### config.mk
export PLATFORM = sky130hd
export DESIGN_NAME = pulse_speed_slew_average
export DESIGN_NICKNAME = d
export VERILOG_FILES = /design/src/design/psa_pkg.sv /design/src/design/psa_div.sv /design/src/design/pulse_speed_slew_average.sv
export VERILOG_INCLUDE_DIRS = /design/src /design/src/design
export SDC_FILE = /design/constraint.sdc
export NUM_CORES = 1
export LEC_CHECK = 0
export BUFFER_PORTS_ARGS = -buffer_cell sky130_fd_sc_hd__buf_2
export CAP_MARGIN = 30
export CORE_MARGIN = 2
export CORE_UTILIZATION = 40
export CTS_BUF_LIST = sky130_fd_sc_hd__clkbuf_4
export DETAILED_ROUTE_END_ITERATION = 7
export SYNTH_ARGS = -nofsm -noshare
export SYNTH_HDL_FRONTEND = slang
export SYNTH_HIERARCHICAL = 1
export SYNTH_SLANG_ARGS = --single-unit
### constraint.sdc
create_clock -name clk -period 8.9 [get_ports clk]
set_input_delay 0.445 -clock clk [delete_from_list [all_inputs] [get_ports clk]]
set_output_delay 0.445 -clock clk [all_outputs]
set_load 0.02 [all_outputs]
### src/design/pulse_speed_slew_average_macros.svh
// Assertion macros for the pulse speedometer block.
// Used by the top level; expects clk and rst_n in scope.
`ifndef PULSE_SPEED_SLEW_AVERAGE_MACROS_SVH
`define PULSE_SPEED_SLEW_AVERAGE_MACROS_SVH

// same-cycle implication, checked outside reset
`define PSA_ASSERT_NOW(label, ante, cons, msg) \
  label: assert property (@(posedge clk) disable iff (!rst_n) (ante) |-> (cons)) \
    else $error(msg);

// next-cycle implication, checked outside reset
`define PSA_ASSERT_NEXT(label, ante, cons, msg) \
  label: assert property (@(posedge clk) disable iff (!rst_n) (ante) |=> (cons)) \
    else $error(msg);

`endif

### src/design/psa_pkg.sv
// Shared types and constants for the pulse speedometer block.
// No dependencies; used by psa_div and pulse_speed_slew_average.
package psa_pkg;

  // field and register widths
  localparam int CNT_W     = 16;
  localparam int SPD_W     = 16;
  localparam int RATIO_W   = 16;
  localparam int PPT_W     = 8;
  localparam int STEP_W    = 16;
  localparam int CFG_IDX_W = 2;
  localparam int CFG_DAT_W = 16;

  // divider widths: 36000 * 16-bit count fits 32 bits, ratio * pulses fits 24
  localparam int NUM_W      = 32;
  localparam int DEN_W      = RATIO_W + PPT_W;
  localparam int DIV_STEP_W = $clog2(NUM_W);

  // averaging ring
  localparam int AVG_DEPTH = 4;
  localparam int AVG_IDX_W = (AVG_DEPTH > 1) ? $clog2(AVG_DEPTH) : 1;

  // arithmetic constants
  localparam logic [CNT_W-1:0] LOW_MAX     = 16'd2;
  localparam logic [15:0]      SPEED_SCALE = 16'd36000;
  localparam logic [SPD_W-1:0] SPEED_SAT   = 16'hFFFF;

  // register indexes
  localparam logic [CFG_IDX_W-1:0] REG_WHEEL_RATIO = 2'd0;
  localparam logic [CFG_IDX_W-1:0] REG_PULSES_PT   = 2'd1;
  localparam logic [CFG_IDX_W-1:0] REG_FALL_STEP   = 2'd2;
  localparam logic [CFG_IDX_W-1:0] REG_RISE_STEP   = 2'd3;

  // register reset values
  localparam logic [RATIO_W-1:0] RST_WHEEL_RATIO = 16'd2200;
  localparam logic [PPT_W-1:0]   RST_PULSES_PT   = 8'd1;
  localparam logic [STEP_W-1:0]  RST_FALL_STEP   = 16'd50;
  localparam logic [STEP_W-1:0]  RST_RISE_STEP   = 16'd50;

  // divider status towards the sequencer
  typedef struct packed {
    logic busy;
    logic done;
  } psa_div_stat_t;

endpackage

### src/design/psa_div.sv
// Radix-2 restoring divider, one quotient bit per cycle.
// Depends on psa_pkg for widths and the status struct.
module psa_div (
  input  logic                         clk,
  input  logic                         rst_n,
  input  logic                         start,
  input  logic [psa_pkg::NUM_W-1:0]    num,
  input  logic [psa_pkg::DEN_W-1:0]    den,
  output psa_pkg::psa_div_stat_t       stat,
  output logic [psa_pkg::SPD_W-1:0]    quo
);

  logic                            busy_r, busy_nxt;
  logic                            done_r, done_nxt;
  logic [psa_pkg::DIV_STEP_W-1:0]  step_r, step_nxt;
  logic [psa_pkg::NUM_W-1:0]       qn_r, qn_nxt;
  logic [psa_pkg::DEN_W-1:0]       rem_r, rem_nxt;
  logic [psa_pkg::DEN_W-1:0]       den_r, den_nxt;
  logic [psa_pkg::DEN_W:0]         rem_sh;
  logic                            ge;

  // shift in next numerator bit, trial subtract
  assign rem_sh = {rem_r, qn_r[psa_pkg::NUM_W-1]};
  assign ge     = (rem_sh >= {1'b0, den_r});

  always_comb begin
    busy_nxt = busy_r;
    done_nxt = 1'b0;
    step_nxt = step_r;
    qn_nxt   = qn_r;
    rem_nxt  = rem_r;
    den_nxt  = den_r;
    if (busy_r) begin
      qn_nxt  = {qn_r[psa_pkg::NUM_W-2:0], ge};
      rem_nxt = ge ? psa_pkg::DEN_W'(rem_sh - {1'b0, den_r})
                   : rem_sh[psa_pkg::DEN_W-1:0];
      step_nxt = step_r + 1'b1;
      if (step_r == psa_pkg::DIV_STEP_W'(psa_pkg::NUM_W - 1)) begin
        busy_nxt = 1'b0;
        done_nxt = 1'b1;
      end
    end else if (start) begin
      busy_nxt = 1'b1;
      step_nxt = '0;
      qn_nxt   = num;
      rem_nxt  = '0;
      den_nxt  = den;
    end
  end

  // control state
  always_ff @(posedge clk) begin
    if (!rst_n) begin
      busy_r <= 1'b0;
      done_r <= 1'b0;
      step_r <= '0;
    end else begin
      busy_r <= busy_nxt;
      done_r <= done_nxt;
      step_r <= step_nxt;
    end
  end

  // datapath
  always_ff @(posedge clk) begin
    qn_r  <= qn_nxt;
    rem_r <= rem_nxt;
    den_r <= den_nxt;
  end

  assign stat.busy = busy_r;
  assign stat.done = done_r;
  assign quo       = qn_r[psa_pkg::SPD_W-1:0];

endmodule

### src/design/pulse_speed_slew_average.sv
// Pulse speedometer: one pulse count per measuring window in, one filtered
// speed in 0.1 km/h out.
//
// in_*  : stream slave, tdata[15:0] = pulse_count.
// out_* : stream master, tdata[15:0] = speed. Exactly one word per input word.
// cfg_* : write port, cfg_addr 0 wheel ratio, 1 pulses per turn, 2 fall step,
//         3 rise step. Write only while the block is idle.
//
// The history is updated at the accepting edge. The sequencer then forms
// the dividend and divisor, launches the divider, waits through the 32
// steps of the bit-serial divider and its done flag, applies the slew
// limit and ring update, and loads the output register. A zero divisor
// skips the divider and goes straight to the slew limit. in_tready is
// high only while the sequencer is idle, so a new word is taken only once
// the previous result is in the output register; it can be taken while
// that result still waits there for the receiver. If the receiver stalls,
// a finished result waits in the sequencer until the output register is
// free.
// Reset (rst_n low, synchronous) restores register defaults, clears the
// history, the averaging ring and out_tvalid, and idles the sequencer.
`include "pulse_speed_slew_average_macros.svh"

module pulse_speed_slew_average (
  input  logic                               clk,
  input  logic                               rst_n,
  // input stream
  input  logic                               in_tvalid,
  output logic                               in_tready,
  input  logic [15:0]                        in_tdata,   // [15:0] pulse_count
  // result stream
  output logic                               out_tvalid,
  input  logic                               out_tready,
  output logic [15:0]                        out_tdata,  // [15:0] speed
  // configuration
  input  logic                               cfg_we,
  input  logic [psa_pkg::CFG_IDX_W-1:0]      cfg_addr,
  input  logic [psa_pkg::CFG_DAT_W-1:0]      cfg_wdata
);

  localparam logic [2:0] ST_IDLE   = 3'd0;
  localparam logic [2:0] ST_PREP   = 3'd1;
  localparam logic [2:0] ST_LAUNCH = 3'd2;
  localparam logic [2:0] ST_DIV    = 3'd3;
  localparam logic [2:0] ST_SLEW   = 3'd4;
  localparam logic [2:0] ST_FIN    = 3'd5;

  // configuration registers
  logic [psa_pkg::RATIO_W-1:0] ratio_r;
  logic [psa_pkg::PPT_W-1:0]   ppt_r;
  logic [psa_pkg::STEP_W-1:0]  fall_r;
  logic [psa_pkg::STEP_W-1:0]  rise_r;

  always_ff @(posedge clk) begin
    if (!rst_n) begin
      ratio_r <= psa_pkg::RST_WHEEL_RATIO;
      ppt_r   <= psa_pkg::RST_PULSES_PT;
      fall_r  <= psa_pkg::RST_FALL_STEP;
      rise_r  <= psa_pkg::RST_RISE_STEP;
    end else if (cfg_we) begin
      unique case (cfg_addr)
        psa_pkg::REG_WHEEL_RATIO: ratio_r <= cfg_wdata;
        psa_pkg::REG_PULSES_PT:   ppt_r   <= cfg_wdata[psa_pkg::PPT_W-1:0];
        psa_pkg::REG_FALL_STEP:   fall_r  <= cfg_wdata;
        psa_pkg::REG_RISE_STEP:   rise_r  <= cfg_wdata;
        default: ;
      endcase
    end
  end

  logic [2:0] state_r, state_nxt;

  // low-speed history
  logic [psa_pkg::CNT_W-1:0] hist0_r, hist0_nxt, hist1_r, hist1_nxt;
  logic                      low_idx_r, low_idx_nxt;
  logic                      low_primed_r, low_primed_nxt;
  logic [psa_pkg::CNT_W-1:0] freq_r, freq_nxt;

  // divider operands and raw speed
  logic [psa_pkg::NUM_W-1:0] num_r, num_nxt;
  logic [psa_pkg::DEN_W-1:0] den_r, den_nxt;
  logic [psa_pkg::SPD_W-1:0] raw_r, raw_nxt;

  // averaging ring
  logic [psa_pkg::SPD_W-1:0]     ring_r [psa_pkg::AVG_DEPTH];
  logic [psa_pkg::AVG_IDX_W-1:0] avg_idx_r, avg_idx_nxt;
  logic                          avg_primed_r, avg_primed_nxt;
  logic [psa_pkg::SPD_W-1:0]     prev_r, prev_nxt;
  logic [psa_pkg::SPD_W-1:0]     sum_r, sum_nxt;
  logic [psa_pkg::SPD_W-1:0]     res_r, res_nxt;

  // output register
  logic                      out_valid_r, out_valid_nxt;
  logic [psa_pkg::SPD_W-1:0] out_data_r, out_data_nxt;

  // slew limiter and ring helpers
  logic [psa_pkg::SPD_W-1:0]     nv;
  logic [psa_pkg::SPD_W-1:0]     sum_upd;
  logic [psa_pkg::AVG_IDX_W-1:0] idx_inc;
  logic                          ring_fill, ring_wr;
  logic [17:0]                   cnt_x5;

  psa_pkg::psa_div_stat_t    div_stat;
  logic [psa_pkg::SPD_W-1:0] div_quo;
  logic                      div_start;

  psa_div u_div (
    .clk   (clk),
    .rst_n (rst_n),
    .start (div_start),
    .num   (num_r),
    .den   (den_r),
    .stat  (div_stat),
    .quo   (div_quo)
  );

  assign div_start = (state_r == ST_LAUNCH) && (den_r != '0);
  assign cnt_x5    = {in_tdata, 2'b00} + {2'b00, in_tdata};

  // slew limit against the last stored sample
  always_comb begin
    nv = raw_r;
    if (prev_r > raw_r) begin
      if ((prev_r - raw_r) > fall_r) nv = prev_r - fall_r;
    end else begin
      if ((raw_r - prev_r) > rise_r) nv = prev_r + rise_r;
    end
  end

  // running ring sum, modulo 16 bits
  assign sum_upd = sum_r - ring_r[avg_idx_r] + nv;
  assign idx_inc = (avg_idx_r == psa_pkg::AVG_IDX_W'(psa_pkg::AVG_DEPTH - 1)) ? '0
                 : avg_idx_r + 1'b1;

  // sequencer
  always_comb begin
    state_nxt      = state_r;
    hist0_nxt      = hist0_r;
    hist1_nxt      = hist1_r;
    low_idx_nxt    = low_idx_r;
    low_primed_nxt = low_primed_r;
    freq_nxt       = freq_r;
    num_nxt        = num_r;
    den_nxt        = den_r;
    raw_nxt        = raw_r;
    avg_idx_nxt    = avg_idx_r;
    avg_primed_nxt = avg_primed_r;
    prev_nxt       = prev_r;
    sum_nxt        = sum_r;
    res_nxt        = res_r;
    out_valid_nxt  = out_valid_r;
    out_data_nxt   = out_data_r;
    ring_fill      = 1'b0;
    ring_wr        = 1'b0;

    if (out_valid_r && out_tready) out_valid_nxt = 1'b0;

    unique case (state_r)
      ST_IDLE: begin
        if (in_tvalid) begin
          if (in_tdata <= psa_pkg::LOW_MAX) begin
            if (!low_idx_r && !low_primed_r) begin
              hist0_nxt      = in_tdata;
              hist1_nxt      = in_tdata;
              low_primed_nxt = 1'b1;
              low_idx_nxt    = 1'b1;
            end else begin
              if (low_idx_r) hist1_nxt = in_tdata;
              else           hist0_nxt = in_tdata;
              low_idx_nxt = ~low_idx_r;
            end
            // entries hold at most two, so the sum cannot wrap
            freq_nxt = hist0_nxt + hist1_nxt;
          end else begin
            low_idx_nxt    = 1'b0;
            low_primed_nxt = 1'b0;
            freq_nxt       = cnt_x5[psa_pkg::CNT_W-1:0];
          end
          state_nxt = ST_PREP;
        end
      end
      ST_PREP: begin
        num_nxt   = psa_pkg::SPEED_SCALE * freq_r;
        den_nxt   = ratio_r * ppt_r;
        state_nxt = ST_LAUNCH;
      end
      ST_LAUNCH: begin
        if (den_r == '0) begin
          raw_nxt   = psa_pkg::SPEED_SAT;
          state_nxt = ST_SLEW;
        end else begin
          state_nxt = ST_DIV;
        end
      end
      ST_DIV: begin
        if (div_stat.done) begin
          raw_nxt   = div_quo;
          state_nxt = ST_SLEW;
        end
      end
      ST_SLEW: begin
        if (!avg_primed_r) begin
          // first sample fills the ring and passes through
          ring_fill      = 1'b1;
          prev_nxt       = raw_r;
          sum_nxt        = psa_pkg::SPD_W'(raw_r * psa_pkg::AVG_DEPTH);
          avg_idx_nxt    = psa_pkg::AVG_IDX_W'(1 % psa_pkg::AVG_DEPTH);
          avg_primed_nxt = 1'b1;
          res_nxt        = raw_r;
        end else begin
          ring_wr     = 1'b1;
          prev_nxt    = nv;
          sum_nxt     = sum_upd;
          avg_idx_nxt = idx_inc;
          res_nxt     = psa_pkg::SPD_W'(sum_upd / psa_pkg::AVG_DEPTH);
        end
        state_nxt = ST_FIN;
      end
      ST_FIN: begin
        if (!out_valid_r || out_tready) begin
          out_valid_nxt = 1'b1;
          out_data_nxt  = res_r;
          state_nxt     = ST_IDLE;
        end
      end
      default: state_nxt = ST_IDLE;
    endcase
  end

  // control state
  always_ff @(posedge clk) begin
    if (!rst_n) begin
      state_r      <= ST_IDLE;
      hist0_r      <= '0;
      hist1_r      <= '0;
      low_idx_r    <= 1'b0;
      low_primed_r <= 1'b0;
      avg_idx_r    <= '0;
      avg_primed_r <= 1'b0;
      prev_r       <= '0;
      sum_r        <= '0;
      out_valid_r  <= 1'b0;
    end else begin
      state_r      <= state_nxt;
      hist0_r      <= hist0_nxt;
      hist1_r      <= hist1_nxt;
      low_idx_r    <= low_idx_nxt;
      low_primed_r <= low_primed_nxt;
      avg_idx_r    <= avg_idx_nxt;
      avg_primed_r <= avg_primed_nxt;
      prev_r       <= prev_nxt;
      sum_r        <= sum_nxt;
      out_valid_r  <= out_valid_nxt;
    end
  end

  // ring entries
  always_ff @(posedge clk) begin
    if (!rst_n) begin
      for (int i = 0; i < psa_pkg::AVG_DEPTH; i++) ring_r[i] <= '0;
    end else if (ring_fill) begin
      for (int i = 0; i < psa_pkg::AVG_DEPTH; i++) ring_r[i] <= raw_r;
    end else if (ring_wr) begin
      ring_r[avg_idx_r] <= nv;
    end
  end

  // payload
  always_ff @(posedge clk) begin
    freq_r     <= freq_nxt;
    num_r      <= num_nxt;
    den_r      <= den_nxt;
    raw_r      <= raw_nxt;
    res_r      <= res_nxt;
    out_data_r <= out_data_nxt;
  end

  assign in_tready  = (state_r == ST_IDLE);
  assign out_tvalid = out_valid_r;
  assign out_tdata  = out_data_r;

  // checks
  `PSA_ASSERT_NEXT(a_busy_after_accept, in_tvalid && in_tready, !in_tready,
    "input taken while a word is in flight")
  `PSA_ASSERT_NOW(a_div_running, state_r == ST_DIV, div_stat.busy || div_stat.done,
    "sequencer waits on an idle divider")
  `PSA_ASSERT_NEXT(a_fin_loads, (state_r == ST_FIN) && (!out_valid_r || out_tready),
    out_valid_r && (state_r == ST_IDLE), "finished result not loaded into output")

endmodule
# After elaboration in Yosys (flattened, before gate mapping)
# Memories as Yosys holds them, arrays and structs flattened. A register that Yosys moved wholly into a read port is not among the register bits.
# Cells that the tools add are included.
dict set report word_totals {
  regBits 331
  in_bits 39
  output_inout_bits 18
  mem_bits_rw 64
  memories 1
  word_cells 159
}
# memory depth word_bits read_ports rd_ports_with_merged_regs wr line_no
set memory_table {}
lappend memory_table {ring_r 4 16 1 1 4 pulse_speed_slew_average.sv:84} ;# logic [psa_pkg::SPD_W-1:0] ring_r [psa_pkg::AVG_DEPTH];
dict set report classes {
  reduce_logical 26
  multipliers 2
  bitwise 6
  add_sub_neg 11
  n_lt_le_gt_ge 5
  eq_ne 15
  mux 66
}
# op count
set op_table {}
lappend op_table {{16-bit two-way mux} 23}
lappend op_table {{24-bit two-way mux} 3}
lappend op_table {{16-bit adder} 4}
lappend op_table {{32-bit two-way mux} 2}
lappend op_table {{16-bit subtractor} 4}
lappend op_table {{16-bit greater-than comparator} 3}
lappend op_table {{16-bit one-hot mux with 2 select lines} 1}
lappend op_table {{11-bit by 16-bit multiplier with 27-bit output, first input constant} 1}
lappend op_table {{25-bit by 24-bit greater-or-equal comparator with 1-bit output} 1}
lappend op_table {{24-bit zero test} 1}
lappend op_table {{16-bit by 8-bit multiplier with 24-bit output} 1}
lappend op_table {{1-bit two-way mux} 24}
lappend op_table {{24-bit nonzero test} 1}
lappend op_table {{24-bit subtractor} 1}
lappend op_table {{3-bit one-hot mux with 6 select lines} 1}
lappend op_table {{16-bit by 2-bit less-or-equal comparator with 1-bit output, second input constant} 1}
lappend op_table {{2-bit AND reduction} 8}
lappend op_table {{16-bit OR reduction} 1}
lappend op_table {{14-bit two-way mux} 1}
lappend op_table {{3-bit two-way mux} 4}
lappend op_table {{3-bit AND reduction} 4}
lappend op_table {{2-bit two-way mux} 5}
lappend op_table {{5-bit two-way mux} 2}
lappend op_table {{2-bit == test, second input constant} 3}
lappend op_table {{other kinds (17)} 31}

# Longest topological paths before layout
dict set report depth {
  word_depth 8
  depth_mapped 38
  mapped_depth_nobuf 37
}

# Cells and area by module
# Netlist, hierarchy kept.
# module area_each_um2 seq_area_each_um2 instances cells_per_inst
set modules_own_cells {}
lappend modules_own_cells {pulse_speed_slew_average 24750.0 7997.7 1 2581}
lappend modules_own_cells {psa_div 5021.1 2542.4 1 434}

# Worst setup path after synthesis
# No wires, ideal clock.
dict set report synth_timing {
  path_type {reg-to-reg}
  from {register raw_r[1] (netlist name)}
  to {register res_r[13] (netlist name), data pin}
  slack_ns 1.583
  required_time_ns 8.646
  path_stages_with_launch 36
  period_less_slack_ns 7.317
  setup_time_ns 0.254
  path_buffers 2
  arrival_ns 7.063
  path_cell_list {edfxtp_1 > inv_1 > ha_1 > nor2b_1 > o21ai_0 > a21boi_0 > o21ai_0 > a21o_1 > a21oi_1 > o31ai_1 > a21oi_1 > a221oi_1 > xnor2_1 > ha_1 > and3_1 > nand4_1 > a211o_1 > a31oi_1 > and2_1 > buf_2 > nor2_2 > buf_4 > a221oi_2 > inv_2 > fa_1 > inv_1 > ha_1 > a2111o_1 > nor3b_1 > o21ai_0 > o31ai_1 > nor2_1 > a211oi_1 > xnor2_1 > nand2_1 > o21a_1}
}
dict set report synth_between {
  elab_chain_len 6
}
# item line_no
set synth_lines {}
lappend synth_lines {{from (decl)} pulse_speed_slew_average.sv:81} ;# logic [psa_pkg::SPD_W-1:0] raw_r, raw_nxt;
lappend synth_lines {{from (signal assigned)} pulse_speed_slew_average.sv:272} ;# raw_r <= raw_nxt;
lappend synth_lines {{16-bit subtractor, on equally long branches} {pulse_speed_slew_average.sv:125, pulse_speed_slew_average.sv:123}}
lappend synth_lines {{16-bit greater-than comparator, on equally long branches} {pulse_speed_slew_average.sv:125, pulse_speed_slew_average.sv:123}}
lappend synth_lines {{16-bit two-way mux, on equally long branches} {pulse_speed_slew_average.sv:125, pulse_speed_slew_average.sv:123}}
lappend synth_lines {{16-bit two-way mux (*)} pulse_speed_slew_average.sv:122} ;# if (prev_r > raw_r) begin
lappend synth_lines {{16-bit adder (*)} pulse_speed_slew_average.sv:130} ;# assign sum_upd = sum_r - ring_r[avg_idx_r] + nv;
lappend synth_lines {{14-bit two-way mux (*)} pulse_speed_slew_average.sv:201} ;# if (!avg_primed_r) begin
lappend synth_lines {{to (signal assigned)} pulse_speed_slew_average.sv:273} ;# res_r <= res_nxt;
lappend synth_lines {{to (decl)} pulse_speed_slew_average.sv:89} ;# logic [psa_pkg::SPD_W-1:0] res_r, res_nxt;
# Mark *: on every way between the ends. The rest lies on a longest branch, timed or not.
# A chain may end at the register's enable or synchronous reset.

# Final worst setup path
dict set report layout_timing {
  from {register raw_r[0] (netlist name)}
  to {register res_r[13] (netlist name), data pin}
}
# The elaborated chain is that of the path after synthesis.

==> out/summary.txt <==
Register Area -> 10500 µm²
GPL Wtd Cong -> 0.904
Worst slew pin tran -> 0.928 ns
Drt wl/cell -> 17.0 µm
Vias -> 21900
# DRC -> 0
Router iterations before antenna repair -> 5
Avg Inst Size Synth -> 9.88 µm²
Post-Syn Instances -> 3014
Die area -> 76600 µm²
Top Layer Used -> met5
Crit path required time -> 9.58 ns
Layout cells sized above 1 -> 0.124
Hpwl dp -> 52000 µm
Maximum root-to-sink buffer count -> 3
Relative slew slack -> 0.380
CP Class -> reg -> reg
Met2 wire len -> 32200 µm
Final-report hold violation count -> 0
Clock-pin slew on the worst setup and hold paths -> 0.09 ns
Met3 wire length -> 3440 µm
Area added between synthesis and finish -> 9.63%
Maximum fanout along the worst path -> 10
Initial DRC Count -> 1201
Gr usage total -> 0.187
CP top delay family -> compound AO/OA/AOI/OAI gates
WL final -> 71000 µm
Clock Skews -> 0.0807 ns
Critical Path Start Type -> register
DP Area -> 30900 µm²
Crit path max-delay cell type -> a221oi_1
# setup viols final -> 0
PD cells -> 190 nW/µm²
Final nets -> 3589
Wl on met1 -> 33500 µm
Vias in the first global route -> 21600
CTS tree -> built
Core ar. -> 74100 µm²
Setup crit end kind -> register
Max-Cap Viols -> 0
Clock root buffer master -> clkbuf_4
First-pass GRT wire length -> 116000 µm
Status -> complete, no violations
Final Max Slew Viols -> 0
Hold Crit Class -> in -> reg
Area of the mapped netlist -> 29800 µm²
Min cycle time layout -> 8.05 ns
Starting density of the core -> 0.402
Row cnt -> 100
ANT nets after route -> 0
Largest net degree at the start of global routing -> 75
Cts bufs inserted -> 110
Buf+Inv Stages, Crit Path -> 5
Power Total -> 6.20 mW
YS warnings -> 6
Maximum clock rate -> 0.124 GHz
Antenna violations before repair -> 4
Area of the multi-input gates -> 17400 µm²
I/O pin count -> 57
Max IR drop VDD -> 0.000173 V
Grt total ovfl -> 0
Die X -> 277 µm
Die Height -> 277 µm
Count of input and output buffers -> 56
Unrepaired setup endpoints after global routing -> no
LEAKAGE -> 13.9 nW
Reg-to-reg slack, setup -> 0.85 ns
CP arrival -> 8.74 ns
Slowest cell delay on critical path -> 0.55 ns
Final period util -> 0.905
H-tree depth -> 3
Final instance area -> 32600 µm²
CTS sink count -> 397
Post-route setup TNS -> 0 ns
Vias per cell -> 5.25
Clock latency on the worst-skew pair -> 0.93 ns
Fillers -> 7271
-- area by class of cell --
type	instances	share of cell area
Tap cell	969	0.0372
Clock buffer	158	0.0364
Sequential cell	397	0.323
Multi-Input combinational cell	2161	0.534
Clock inverter	47	0.00870
Inverter	324	0.0373
Timing Repair Buffer	108	0.0228
Antenna cell	4	0.000307
-- stage by stage --
step	instances	hold slack, ns	util	setup slack [ns]
2_1_floorplan	3018	0.400	-	1.58
3_5_place_dp	3934	0.406	0.417	0.409
5_1_grt	4168	0.0384	0.441	0.153
4_1_cts	4161	0.00385	0.440	0.418
6_report	4168	0.0837	0.441	0.846
3_3_place_gp	3931	0.401	0.417	0.607
-- layout by cell type, fill, tap and decap left out, types with 58 or more instances in the layout --
cell,instances
inv_1,321
mux2_2,58
xnor2_1,93
clkbuf_4,158
edfxtp_1,259
o21ai_0,156
nor2_1,162
and2_1,66
a21oi_1,184
ha_1,309
nand2_1,303
fa_1,139
dfxtp_1,136
-- worst register-to-register path: cells and delay by family (launching register included) --
family	cells	cell delay, ns
compound gates	16	4.00
fa+ha+maj	5	1.67
simple gates	5	0.79
buf+inv	5	0.58
flops	1	0.51
xor+xnor	2	0.29
-- flip-flops by register name (all words and copies together), names as in the netlist, 24 cells and up, named ones only --
name,flops
u_div/rem_r,24
ring_r,64
num_r,27
u_div/den_r,24
den_r,24
u_div/qn_r,32
-- path summary, 6_finish.rpt --
kind | from | end | cells after the start
setup / recovery | raw_r[0] | res_r[13] | 33
hold / removal | in_tdata[5] | hist1_r[5] | 4
setup reg to reg | raw_r[0] | res_r[13] | 33
hold reg to reg | res_r[3] | out_tdata[3] | 0
-- repair_timing --
action,CTS,global route
setup endpoints to repair,0,6
resized for setup,0,2
hold endpoints to repair,81,0
hold buffers,22,0
setup buffers,0,3
-- report_power, final --
group | switching, mW | internal (mW)
clock network | 0.852 | 0.867
registers | 0.0866 | 2.25
logic | 1.19 | 0.952
total | 2.13 | 4.07
-- metal layers --
metal,up-vias,global-route usage
met1,10500,0.258
li1,10800,-
met5,-,0
met2,474,0.300
met3,142,0.0278
met4,4,0.0617
Power figures use the tool's default switching activity.
